==> src/rtl/core/sfmn_pkg.sv <==
// Package: sizes, command and status types of the missing-number finder.
package sfmn_pkg;

   localparam int MAX_ITEMS  = 64;
   localparam int VALUE_BITS = 16;
   localparam int CNT_BITS   = $clog2(MAX_ITEMS + 1);
   localparam int IDX_BITS   = $clog2(MAX_ITEMS);
   localparam int MISS_BITS  = VALUE_BITS + 1;
   // wide enough for counts, values plus one and index sums
   localparam int CMP_BITS   = ((CNT_BITS > MISS_BITS) ? CNT_BITS : MISS_BITS) + 1;

   typedef struct packed {
      logic load;
      logic rd_i;
      logic ld_i;
      logic cmp;
      logic wr_i;
      logic sc_rd;
      logic sc_first;
      logic sc_cmp;
      logic push;
   } sfmn_cmd_type;

   typedef struct packed {
      logic empty;
      logic j_more;
      logic i_more;
      logic n_one;
      logic sc_done;
      logic out_free;
   } sfmn_status_type;

endpackage

==> src/rtl/core/sfmn_req_if.sv <==
// Input channel: one value beat with its last flag.
interface sfmn_req_if import sfmn_pkg::*; ();
   logic                  valid;
   logic                  ready;
   logic [VALUE_BITS-1:0] value;
   logic                  last;

   modport source (output valid, output value, output last, input ready);
   modport sink (input valid, input value, input last, output ready);
endinterface

==> src/rtl/core/sfmn_rsp_if.sv <==
// Result channel: the missing number and the overflow flag.
interface sfmn_rsp_if import sfmn_pkg::*; ();
   logic                 valid;
   logic                 ready;
   logic [MISS_BITS-1:0] missing;
   logic                 overflowed;

   modport source (output valid, output missing, output overflowed, input ready);
   modport sink (input valid, input missing, input overflowed, output ready);
endinterface

==> src/rtl/core/sfmn_ctrl.sv <==
// Controller: sequences load, exchange sort, scan and result push.
module sfmn_ctrl import sfmn_pkg::*; (
   input  logic            clock,
   input  logic            reset,
   input  logic            req_valid,
   input  logic            req_last,
   output logic            req_ready,
   input  sfmn_status_type status,
   output sfmn_cmd_type    cmd
);

   typedef enum logic [8:0] {
      ST_LOAD     = 9'b0_0000_0001,
      ST_RD_I     = 9'b0_0000_0010,
      ST_LD_I     = 9'b0_0000_0100,
      ST_CMP      = 9'b0_0000_1000,
      ST_WR_I     = 9'b0_0001_0000,
      ST_SC_RD    = 9'b0_0010_0000,
      ST_SC_FIRST = 9'b0_0100_0000,
      ST_SC_CMP   = 9'b0_1000_0000,
      ST_PUSH     = 9'b1_0000_0000
   } state_type;

   state_type state_ff;
   state_type state_in;

   always_ff @(posedge clock) begin
      if (reset) begin
         state_ff <= ST_LOAD;
      end else begin
         state_ff <= state_in;
      end
   end

   always_comb begin
      state_in  = state_ff;
      cmd       = '0;
      req_ready = 1'b0;
      case (state_ff)
         ST_LOAD: begin
            req_ready = 1'b1;
            cmd.load  = req_valid;
            if (req_valid && req_last) begin
               // a lone value needs no sort
               state_in = status.empty ? ST_SC_RD : ST_RD_I;
            end
         end
         ST_RD_I: begin
            cmd.rd_i = 1'b1;
            state_in = ST_LD_I;
         end
         ST_LD_I: begin
            cmd.ld_i = 1'b1;
            state_in = ST_CMP;
         end
         ST_CMP: begin
            cmd.cmp = 1'b1;
            if (!status.j_more) begin
               state_in = ST_WR_I;
            end
         end
         ST_WR_I: begin
            cmd.wr_i = 1'b1;
            state_in = status.i_more ? ST_LD_I : ST_SC_RD;
         end
         ST_SC_RD: begin
            cmd.sc_rd = 1'b1;
            state_in  = ST_SC_FIRST;
         end
         ST_SC_FIRST: begin
            cmd.sc_first = 1'b1;
            state_in     = status.n_one ? ST_PUSH : ST_SC_CMP;
         end
         ST_SC_CMP: begin
            cmd.sc_cmp = 1'b1;
            if (status.sc_done) begin
               state_in = ST_PUSH;
            end
         end
         ST_PUSH: begin
            // hold until the output register is free
            if (status.out_free) begin
               cmd.push = 1'b1;
               state_in = ST_LOAD;
            end
         end
         default: begin
            state_in = ST_LOAD;
         end
      endcase
   end

endmodule

==> src/rtl/core/sfmn_datapath.sv <==
// Datapath: value store, sort and scan registers, output register.
module sfmn_datapath import sfmn_pkg::*; (
   input  logic                  clock,
   input  logic                  reset,
   input  sfmn_cmd_type          cmd,
   output sfmn_status_type       status,
   input  logic [VALUE_BITS-1:0] req_value,
   input  logic                  rsp_ready,
   output logic                  rsp_valid,
   output logic [MISS_BITS-1:0]  rsp_missing,
   output logic                  rsp_overflowed
);

   logic [VALUE_BITS-1:0] mem [MAX_ITEMS];
   logic [VALUE_BITS-1:0] rd_ff;
   logic [IDX_BITS-1:0]   rd_addr;
   logic                  wr_en;
   logic [IDX_BITS-1:0]   wr_addr;
   logic [VALUE_BITS-1:0] wr_data;

   logic [VALUE_BITS-1:0] cur_ff, cur_in;
   logic [VALUE_BITS-1:0] prev_ff, prev_in;
   logic [MISS_BITS-1:0]  res_ff, res_in;
   logic [IDX_BITS-1:0]   i_ff, i_in;
   logic [IDX_BITS-1:0]   j_ff, j_in;
   logic [CNT_BITS-1:0]   count_ff, count_in;
   logic                  ovf_ff, ovf_in;
   logic                  out_valid_ff, out_valid_in;
   logic [MISS_BITS-1:0]  out_miss_ff, out_miss_in;
   logic                  out_ovf_ff, out_ovf_in;

   logic                  full;
   logic                  swap;
   logic                  hit;
   logic                  sc_more;
   logic [IDX_BITS-1:0]   i_plus;
   logic [IDX_BITS-1:0]   j_plus;
   logic [CMP_BITS-1:0]   n_wide;
   logic [CMP_BITS-1:0]   hi_wide;
   logic [CMP_BITS-1:0]   lo_wide;
   logic [MISS_BITS-1:0]  final_val;
   logic [MISS_BITS-1:0]  lo_plus;

   assign full      = (count_ff == CNT_BITS'(MAX_ITEMS));
   assign swap      = (cur_ff > rd_ff);
   assign i_plus    = i_ff + IDX_BITS'(1);
   assign j_plus    = j_ff + IDX_BITS'(1);
   assign n_wide    = CMP_BITS'(count_ff);
   assign hi_wide   = CMP_BITS'(rd_ff);
   assign lo_wide   = CMP_BITS'(prev_ff);
   assign hit       = (rd_ff == prev_ff) || (hi_wide > lo_wide + CMP_BITS'(1));
   assign sc_more   = (CMP_BITS'(i_ff) + CMP_BITS'(1)) < n_wide;
   assign lo_plus   = MISS_BITS'(lo_wide + CMP_BITS'(1));
   // no gap found: zero if the top value equals the count, else the count
   assign final_val = (hi_wide == n_wide) ? '0 : MISS_BITS'(n_wide);

   always_comb begin
      status          = '0;
      status.empty    = (count_ff == '0);
      status.j_more   = (CMP_BITS'(j_ff) + CMP_BITS'(1)) < n_wide;
      status.i_more   = (CMP_BITS'(i_ff) + CMP_BITS'(2)) < n_wide;
      status.n_one    = (count_ff == CNT_BITS'(1));
      status.sc_done  = hit || !sc_more;
      status.out_free = !out_valid_ff || rsp_ready;
   end

   always_comb begin
      rd_addr = i_ff;
      if (cmd.ld_i || cmd.wr_i || cmd.sc_cmp) begin
         rd_addr = i_plus;
      end else if (cmd.cmp) begin
         rd_addr = j_plus;
      end else if (cmd.sc_rd) begin
         rd_addr = '0;
      end else if (cmd.sc_first) begin
         rd_addr = IDX_BITS'(1);
      end else if (cmd.rd_i) begin
         rd_addr = i_ff;
      end
   end

   always_comb begin
      wr_en   = 1'b0;
      wr_addr = i_ff;
      wr_data = cur_ff;
      if (cmd.load && !full) begin
         wr_en   = 1'b1;
         wr_addr = count_ff[IDX_BITS-1:0];
         wr_data = req_value;
      end else if (cmd.cmp && swap) begin
         wr_en   = 1'b1;
         wr_addr = j_ff;
      end else if (cmd.wr_i) begin
         wr_en   = 1'b1;
      end
   end

   always_ff @(posedge clock) begin
      if (wr_en) begin
         mem[wr_addr] <= wr_data;
      end
      rd_ff <= mem[rd_addr];
   end

   always_comb begin
      cur_in       = cur_ff;
      prev_in      = prev_ff;
      res_in       = res_ff;
      i_in         = i_ff;
      j_in         = j_ff;
      count_in     = count_ff;
      ovf_in       = ovf_ff;
      out_valid_in = out_valid_ff;
      out_miss_in  = out_miss_ff;
      out_ovf_in   = out_ovf_ff;

      if (out_valid_ff && rsp_ready) begin
         out_valid_in = 1'b0;
      end

      if (cmd.load) begin
         i_in = '0;
         // drop the beat when the store is full
         if (full) begin
            ovf_in = 1'b1;
         end else begin
            count_in = count_ff + CNT_BITS'(1);
         end
      end

      if (cmd.ld_i) begin
         cur_in = rd_ff;
         j_in   = i_plus;
      end

      if (cmd.cmp) begin
         if (swap) begin
            cur_in = rd_ff;
         end
         if (status.j_more) begin
            j_in = j_plus;
         end
      end

      if (cmd.wr_i) begin
         i_in = status.i_more ? i_plus : '0;
      end

      if (cmd.sc_first) begin
         prev_in = rd_ff;
         if (status.n_one) begin
            res_in = final_val;
         end else begin
            i_in = IDX_BITS'(1);
         end
      end

      if (cmd.sc_cmp) begin
         prev_in = rd_ff;
         if (hit) begin
            res_in = lo_plus;
         end else if (!sc_more) begin
            res_in = final_val;
         end else begin
            i_in = i_plus;
         end
      end

      if (cmd.push) begin
         out_valid_in = 1'b1;
         out_miss_in  = res_ff;
         out_ovf_in   = ovf_ff;
         count_in     = '0;
         ovf_in       = 1'b0;
      end
   end

   always_ff @(posedge clock) begin
      if (reset) begin
         count_ff     <= '0;
         ovf_ff       <= 1'b0;
         out_valid_ff <= 1'b0;
      end else begin
         count_ff     <= count_in;
         ovf_ff       <= ovf_in;
         out_valid_ff <= out_valid_in;
      end
   end

   always_ff @(posedge clock) begin
      cur_ff      <= cur_in;
      prev_ff     <= prev_in;
      res_ff      <= res_in;
      i_ff        <= i_in;
      j_ff        <= j_in;
      out_miss_ff <= out_miss_in;
      out_ovf_ff  <= out_ovf_in;
   end

   assign rsp_valid      = out_valid_ff;
   assign rsp_missing    = out_miss_ff;
   assign rsp_overflowed = out_ovf_ff;

endmodule

==> src/rtl/core/sort_and_find_missing_number.sv <==
// Sequence: a set of n stored values loads at one beat per cycle; after the last beat the
// exchange sort runs in the value store (skipped for n = 1), then the scan, then the push,
// all sharing the single read and write port of the value store.
// Throughput: one beat per cycle while loading; input is stalled until the result is
// registered, and the next set may load while that result waits to be taken.
// Reset: synchronous, active high; clears the count, the overflow flag and the output valid.
module sort_and_find_missing_number import sfmn_pkg::*; (
   input logic       clock,
   input logic       reset,
   sfmn_req_if.sink   req_chan,
   sfmn_rsp_if.source rsp_chan
);

   sfmn_cmd_type    cmd;
   sfmn_status_type status;

   sfmn_ctrl u_ctrl (
      .clock     (clock),
      .reset     (reset),
      .req_valid (req_chan.valid),
      .req_last  (req_chan.last),
      .req_ready (req_chan.ready),
      .status    (status),
      .cmd       (cmd)
   );

   sfmn_datapath u_datapath (
      .clock          (clock),
      .reset          (reset),
      .cmd            (cmd),
      .status         (status),
      .req_value      (req_chan.value),
      .rsp_ready      (rsp_chan.ready),
      .rsp_valid      (rsp_chan.valid),
      .rsp_missing    (rsp_chan.missing),
      .rsp_overflowed (rsp_chan.overflowed)
   );

endmodule

==> src/flat_wrapper.sv <==
// flat-port wrapper written by rule: the top's interface ports become plain ports
module sort_and_find_missing_number_flat import sfmn_pkg::*;
  (clock, reset, req_chan_valid, req_chan_value, req_chan_last, req_chan_ready, rsp_chan_valid, rsp_chan_missing, rsp_chan_overflowed, rsp_chan_ready);
  sfmn_req_if req_chan_i ();
  sfmn_rsp_if rsp_chan_i ();
  input logic clock;
  input logic reset;
  input wire logic [$bits(req_chan_i.valid)-1:0] req_chan_valid;
  input wire logic [$bits(req_chan_i.value)-1:0] req_chan_value;
  input wire logic [$bits(req_chan_i.last)-1:0] req_chan_last;
  output wire logic [$bits(req_chan_i.ready)-1:0] req_chan_ready;
  output wire logic [$bits(rsp_chan_i.valid)-1:0] rsp_chan_valid;
  output wire logic [$bits(rsp_chan_i.missing)-1:0] rsp_chan_missing;
  output wire logic [$bits(rsp_chan_i.overflowed)-1:0] rsp_chan_overflowed;
  input wire logic [$bits(rsp_chan_i.ready)-1:0] rsp_chan_ready;
  assign req_chan_i.valid = req_chan_valid;
  assign req_chan_i.value = req_chan_value;
  assign req_chan_i.last = req_chan_last;
  assign req_chan_ready = req_chan_i.ready;
  assign rsp_chan_valid = rsp_chan_i.valid;
  assign rsp_chan_missing = rsp_chan_i.missing;
  assign rsp_chan_overflowed = rsp_chan_i.overflowed;
  assign rsp_chan_i.ready = rsp_chan_ready;
  sort_and_find_missing_number u_core (.clock(clock), .reset(reset), .req_chan(req_chan_i), .rsp_chan(rsp_chan_i));
endmodule
==> config.mk <==
export PLATFORM = sky130hd
export DESIGN_NAME = sort_and_find_missing_number_flat
export DESIGN_NICKNAME = d
export VERILOG_FILES = /design/src/rtl/core/sfmn_pkg.sv /design/src/rtl/core/sfmn_req_if.sv /design/src/rtl/core/sfmn_rsp_if.sv /design/src/rtl/core/sfmn_ctrl.sv /design/src/rtl/core/sfmn_datapath.sv /design/src/rtl/core/sort_and_find_missing_number.sv /design/src/flat_wrapper.sv
export SDC_FILE = /design/constraint.sdc
export NUM_CORES = 2
export LEC_CHECK = 0
export ABC_AREA = 0
export BUFFER_PORTS_ARGS = -buffer_cell sky130_fd_sc_hd__buf_2
export CAP_MARGIN = 20
export CORE_ASPECT_RATIO = 0.75
export CORE_UTILIZATION = 40
export DETAILED_ROUTE_END_ITERATION = 12
export GPL_TIMING_DRIVEN = 0
export SYNTH_ARGS = -nofsm -noshare
export SYNTH_HDL_FRONTEND = slang
export SYNTH_SLANG_ARGS = --single-unit
export TNS_END_PERCENT = 50
==> constraint.sdc <==
create_clock -name clock -period 6.75 [get_ports clock]
set_input_delay 0.675 -clock clock [delete_from_list [all_inputs] [get_ports clock]]
set_output_delay 0.675 -clock clock [all_outputs]
set_load 0.02 [all_outputs]
**Word-level counts from Yosys, hierarchy flattened**

Memories as Yosys holds them, arrays and structs flattened. A register that Yosys moved wholly into a read port is not among the register bits.
Index checks and enable logic that the tools add are counted.

- Bits in registers: 97
- Memory bits (writable): 1024
- Input port bits: 21
- Output and inout port bits: 20
- Logic and storage cells: 115
- Memories kept: 1

Memory list:

| memory | words | bits a word | rd ports | clocked after Yosys merged registers in | write ports | RTL line | source |
|---|---|---|---|---|---|---|---|
| u_core.u_datapath.mem | 64 | 16 | 1 | 1 | 1 | sfmn_datapath.sv:14 | `logic [VALUE_BITS-1:0] mem [MAX_ITEMS];` |

- Add/subtract/negate cells: 7
- Magnitude comparators: 5
- Equal/unequal tests: 17
- Mux-type cells: 54
- Bitwise gates (word level): 1
- Reductions and logical operators: 19

Operators with widths:

| kind | count |
|---|---|
| 6-bit two-way mux | 19 |
| 16-bit two-way mux | 6 |
| 17-bit two-way mux | 5 |
| 9-bit case mux with 9 select lines | 1 |
| 9-bit two-way mux | 5 |
| 7-bit < comparator | 3 |
| 16-bit by 18-bit greater-than comparator with 1-bit output | 1 |
| 16-bit by 1-bit adder with 17-bit output (second input constant) | 1 |
| 1-bit two-way mux | 17 |
| 16-bit == test | 1 |
| 16-bit by 7-bit == test with 1-bit output | 1 |
| 16-bit greater-than comparator | 1 |
| 6-bit by 1-bit adder with 7-bit output (second input constant) | 2 |
| 6-bit by 1-bit adder with 6-bit output (second input constant) | 2 |
| 9-bit by 1-bit == test with 1-bit output (second input constant) | 1 |
| 9-bit by 2-bit == test with 1-bit output (second input constant) | 1 |
| 9-bit by 3-bit == test with 1-bit output (second input constant) | 1 |
| 9-bit by 4-bit == test with 1-bit output (second input constant) | 1 |
| 9-bit by 5-bit == test with 1-bit output (second input constant) | 1 |
| 9-bit by 6-bit == test with 1-bit output (second input constant) | 1 |
| 9-bit by 7-bit == test with 1-bit output (second input constant) | 1 |
| 9-bit by 8-bit == test with 1-bit output (second input constant) | 1 |
| 9-bit == test (second input constant) | 1 |
| 6-bit by 2-bit adder with 7-bit output (second input constant) | 1 |
| other kinds (15) | 28 |

**Logic depth before layout (Yosys ltp)**

- Depth after elaboration: 9
- Mapped depth: 17
- Gate-level depth less buffers: 16

**Cells and area by module**

Synthesis repeated with hierarchy kept, for this count alone.

- Cells, all modules: 3445
- Area total of the unflattened synthesis: 47120.2 um^2

Modules (own cells, without submodules):

| module | instances | cells each | area an instance (um^2) | seq. area each (um^2) |
|---|---|---|---|---|
| sfmn_datapath | 1 | 3363 | 46468.3 | 33171.8 |
| sfmn_ctrl | 1 | 82 | 651.9 | 180.2 |

**Worst setup path after synthesis**

No wires, ideal clock.

- Kind: register -> register
- Start: register u_core.u_ctrl.state_ff[7]
- End: memory u_core.u_datapath.mem[0][0] (data pin)
- Setup time: 0.702 ns
- Arrival: 4.078 ns
- Required time: 6.048 ns
- Path slack: 1.970 ns
- Stages on the path, launching flop included: 10
- Buffers on the path: 4
- Period minus slack after synthesis: 4.780 ns
- Cells stage by stage: dfxtp_1 > buf_2 > or4_4 > nor2_2 > and4b_1 > buf_4 > and3_4 > buf_6 > clkbuf_1 > o21ai_0

- Word-level cells in the longest chain between the ends: 4

RTL lines:

| item | RTL line | source |
|---|---|---|
| from (decl) | sfmn_ctrl.sv:24 | `state_type state_ff;` |
| from (signal assigned) | sfmn_ctrl.sv:31 | `state_ff <= state_in;` |
| 9-bit by 1-bit == test with 1-bit output | sfmn_ctrl.sv:39 | `case (state_ff)` |
| 1-bit two-way mux | sfmn_ctrl.sv:39 |  |
| 1-bit logical AND | sfmn_datapath.sv:86 | `if (cmd.load && !full) begin` |
| 16-bit two-way mux | sfmn_datapath.sv:86 |  |
| named net u_core.u_datapath.wr_data[0] | sfmn_datapath.sv:19 | `logic [VALUE_BITS-1:0] wr_data;` |
| to (decl) | sfmn_datapath.sv:14 |  |

The timed path passes the listed nets, and every way through them passes these cells.

**Final worst setup path**

- Start: register u_core.u_ctrl.state_ff[6]
- End: register u_core.u_datapath.rd_ff[10], read port of u_core.u_datapath.mem

- Word-level cells in the longest chain between the ends: 6
- Elaborated cells between the ends (all ways): 18
- Those cells by class: eq/ne: 6; mux: 10; reduce/logical: 2

RTL lines:

| item | RTL line | source |
|---|---|---|
| 9-bit by 7-bit == test with 1-bit output | sfmn_ctrl.sv:39 |  |
| 1-bit two-way mux | sfmn_ctrl.sv:39 |  |
| 6-bit two-way mux | sfmn_datapath.sv:75 | `end else if (cmd.sc_first) begin` |
| 6-bit two-way mux | sfmn_datapath.sv:73 | `end else if (cmd.sc_rd) begin` |
| 6-bit two-way mux | sfmn_datapath.sv:71 | `end else if (cmd.cmp) begin` |
| 6-bit two-way mux * | sfmn_datapath.sv:69 | `if (cmd.ld_i \|\| cmd.wr_i \|\| cmd.sc_cmp) begin` |
| to (decl) | sfmn_datapath.sv:15 | `logic [VALUE_BITS-1:0] rd_ff;` |

Mark *: on every way between the ends. The rest lies on a longest branch, timed or not.
A chain may end at the register's enable or synchronous reset.

==> impl_metrics.toml <==
[critical_path]
crit_family = "buffers and inverters"
cp.arrival_ns = 5.80
crit_chain = "buf_2 -> nor4b_1 -> a21oi_1 -> o211ai_2 -> a31o_2 -> buf_2 -> buf_2 -> buf_1 -> nand4_1 -> nand4_1 -> o21ai_1 -> a311oi_1"
reg2reg_setup_slack_ns = 1.52
cp.required_ns = 7.31
endpoint = "u_core.u_datapath.rd_ff[10]$_DFF_P_"
reg2reg_depth = 12
crit_buf_inv = 4
r2r-end = "u_core.u_datapath.rd_ff[10]$_DFF_P_"
cp_slowest_stage_delay_ns = 0.88
crit_fanout = 10
critical_path_class = "reg -> reg"
cp_slowest_cell = "buf_1"
path_depth = 12
cp-end-kind = "flop"
r2r_start = "u_core.u_ctrl.state_ff[6]$_SDFFE_PP0P_"
start_kind = "flop"
cpMostUsedCell = "buf_2"
critPathLaunch = "u_core.u_ctrl.state_ff[6]$_SDFFE_PP0P_"

[synthesis]
avgSynthCellArea_um2 = 12.1
synthArstFlopShare_pct = 0
ys_seq_area_share_pct = 70.3
synth_area_um2 = 47500
synth_cells = 3914
synth-edff-count = 1058
ys_ff_latch = 1137
yosysWarnings = 0
synth_flop_cell = "edfxtp_1"
synth_nets = 3992
yosysUniqueCellTypes = 75

[clocking]
clock_latency_ns = 0.72
cts_tree = "built"
holdBufCountCts = 0
cts_resized = 0
numCtsBuffers = 105
cts.sinks = 1137
htreeDepth = 3
clockBufferDepth = 3
post_cts_buffers = 0
cts-root-buf = "clkbuf_16"
clk_pin_slew_worst_paths_ns = 0.06

[floorplanning]
ioPinCount = 41
design.core.area_um2 = 118000
fp.dieArea_um2 = 120000
start_util_pct = 40.3
fp.dieW_um = 400
die_h_um = 300
rows = 109

[job]
max_cap_viol_count = 0

[grt]
grt_usage_pct = 24.9
grt_overflow = 0
antenna_found_initial = 8
grt_pass1_wl_mm = 216
grt_pass1_vias = 30900
grt_max_degree = 65

[sta]
final.min_clock_period_ns = 5.23
relSlewSlack_pct = 17.5
skew_ns = 0.0341
worst_pin_slew_ns = 1.24
whs_ns = 0.201
maxSlewViolCount = 0
hold_violations = 0
setup_viol = 0
fmax_ghz = 0.191
period_share_pct = 77.5
rsz0062_at_grt = "no"

[drt]
dr.pass1.iters = 8
drt_iter0_markers = 4869
wire_per_inst_um = 26.0
vias = 33100
routed_wirelength_mm = 150
drc = 0
final_antenna_net_count = 0
avgViaCountPerCell = 5.72

[placement]
placed_area_um2 = 51100
dp_hpwl_mm = 103
dp_cells = 5583
finalWeightedCongestion = 0.942
numPortBuffers = 40

[cells_and_area]
drive_gt1_share_pct = 13.2
layout.nets = 4217
stdcell_count = 5780
syn2layout_area_growth_pct = 14.5
n_fill_cell = 10600
multi_input_area_um2 = 13000
sequential_cell_area_um2 = 33400
final_design_area_no_fill_um2 = 54400

[hold_path]
worstHoldStart = "reset"
hold_class = "in -> reg"

[status]
status = "completed"

[power_and_ir_drop]
p_total_mw = 16.7
power.density_nw_per_um2 = 308
p_leak_nw = 19.0
peakVddDrop_v = 0.000237
## area by class of cell
type	instances	share of cell area [%]
flip-flops and latches	1137	61.3
plain buffers	238	2.20
repair buffers	118	2.60
multi-input cells	2498	24.0
inverters	41	0.283
well taps	1554	3.58
clock buffers	133	5.12
diodes	2	0.00920
clock inverters	59	0.911
## report_power, final
part | leakage, nW | internal, mW | switching (mW) | total, mW
Sequential | 10.4 | 8.43 | 0.165 | 8.60
Combinational | 7.02 | 0.580 | 1.73 | 2.31
Clock | 1.60 | 3.16 | 2.68 | 5.84
## logic make-up after synthesis
group                    synth area share [%]
adder cells (fa/ha/maj)                  1.50
AO/OA/AOI/OAI                            4.74
multiplexers                            0.838
buffers and inverters                    2.85
AND/OR/NAND/NOR                          18.8
flip-flops                               70.3
XOR/XNOR                                 1.01
## metrics by stage
stage,setup slack (ns),TNS [ns],utilization (%)
2_1_floorplan,1.97,0,-
3_3_place_gp,-2.73,-174.39,42.2
3_5_place_dp,1.86,0,43.4
4_1_cts,1.82,0,46.2
5_1_grt,1.44,0,46.2
6_report,1.52,0,46.2
## routing by layer
metal	up-vias	GRT usage [%]	part of all wire, %
met2	1796	35.2	42
met3	247	6.71	12
met4	6	6.99	2.7
li1	14700	-	-
met1	16300	37.3	43
met5	-	0	0.027
## layout by cell type (no fill, tap or decap), types with 22 or more instances in the layout
cell and n:
buf_8 37, a31oi_1 65, o21ai_0 33, mux2_2 22, nor3_1 38, and3_1 55
nor2_2 52, a21oi_1 86, nand4_1 86, xnor2_1 28, edfxtp_1 1058, clkinv_2 23
clkbuf_1 83, buf_2 177, inv_1 41, dfxtp_1 79, nand3_1 560, xor2_1 27
buf_4 29, nand2_1 1083, ha_1 57, nor2_1 58, clkbuf_16 106
## state kept, by name, indices dropped and copies added (netlist names)
register / flops
u_core.u_datapath.i_ff: 6
u_core.u_datapath.rsp_missing: 17
u_core.u_ctrl.state_ff: 9
u_core.u_datapath.cur_ff: 16
u_core.u_datapath.rsp_overflowed: 1
u_core.u_datapath.rd_ff: 16
u_core.u_datapath.res_ff: 17
u_core.u_datapath.ovf_ff: 1
u_core.u_datapath.prev_ff: 16
u_core.u_datapath.rsp_valid: 1
u_core.u_datapath.mem: 1024
u_core.u_datapath.count_ff: 7
u_core.u_datapath.j_ff: 6
## synth_stat cells, types with 55 or more instances
cell type,count,share of area [%]
nor2_1,108,0.85
and3_1,55,0.72
a31oi_1,65,0.86
buf_2,135,1.4
dfxtp_1,79,3.3
nand2_1,1098,8.7
nand3_1,560,5.9
edfxtp_1,1058,67
a21oi_1,86,0.91
nand4_1,86,1.1
ha_1,57,1.5
clkbuf_1,59,0.47
## how the worst min path moves through the flow
stage,endpoint,cells after the start
2_1_floorplan,u_core.u_datapath.rsp_missing[1]$_DFFE_PP_,0
3_3_place_gp,u_core.u_datapath.rsp_missing[11]$_DFFE_PP_,0
3_5_place_dp,u_core.u_datapath.rsp_missing[15]$_DFFE_PP_,0
4_1_cts,u_core.u_datapath.rsp_valid$_SDFFE_PP0P_,2
5_1_grt,u_core.u_datapath.rsp_valid$_SDFFE_PP0P_,2
6_report,u_core.u_datapath.rsp_valid$_SDFFE_PP0P_,2
(Power assumes the default switching activity.)
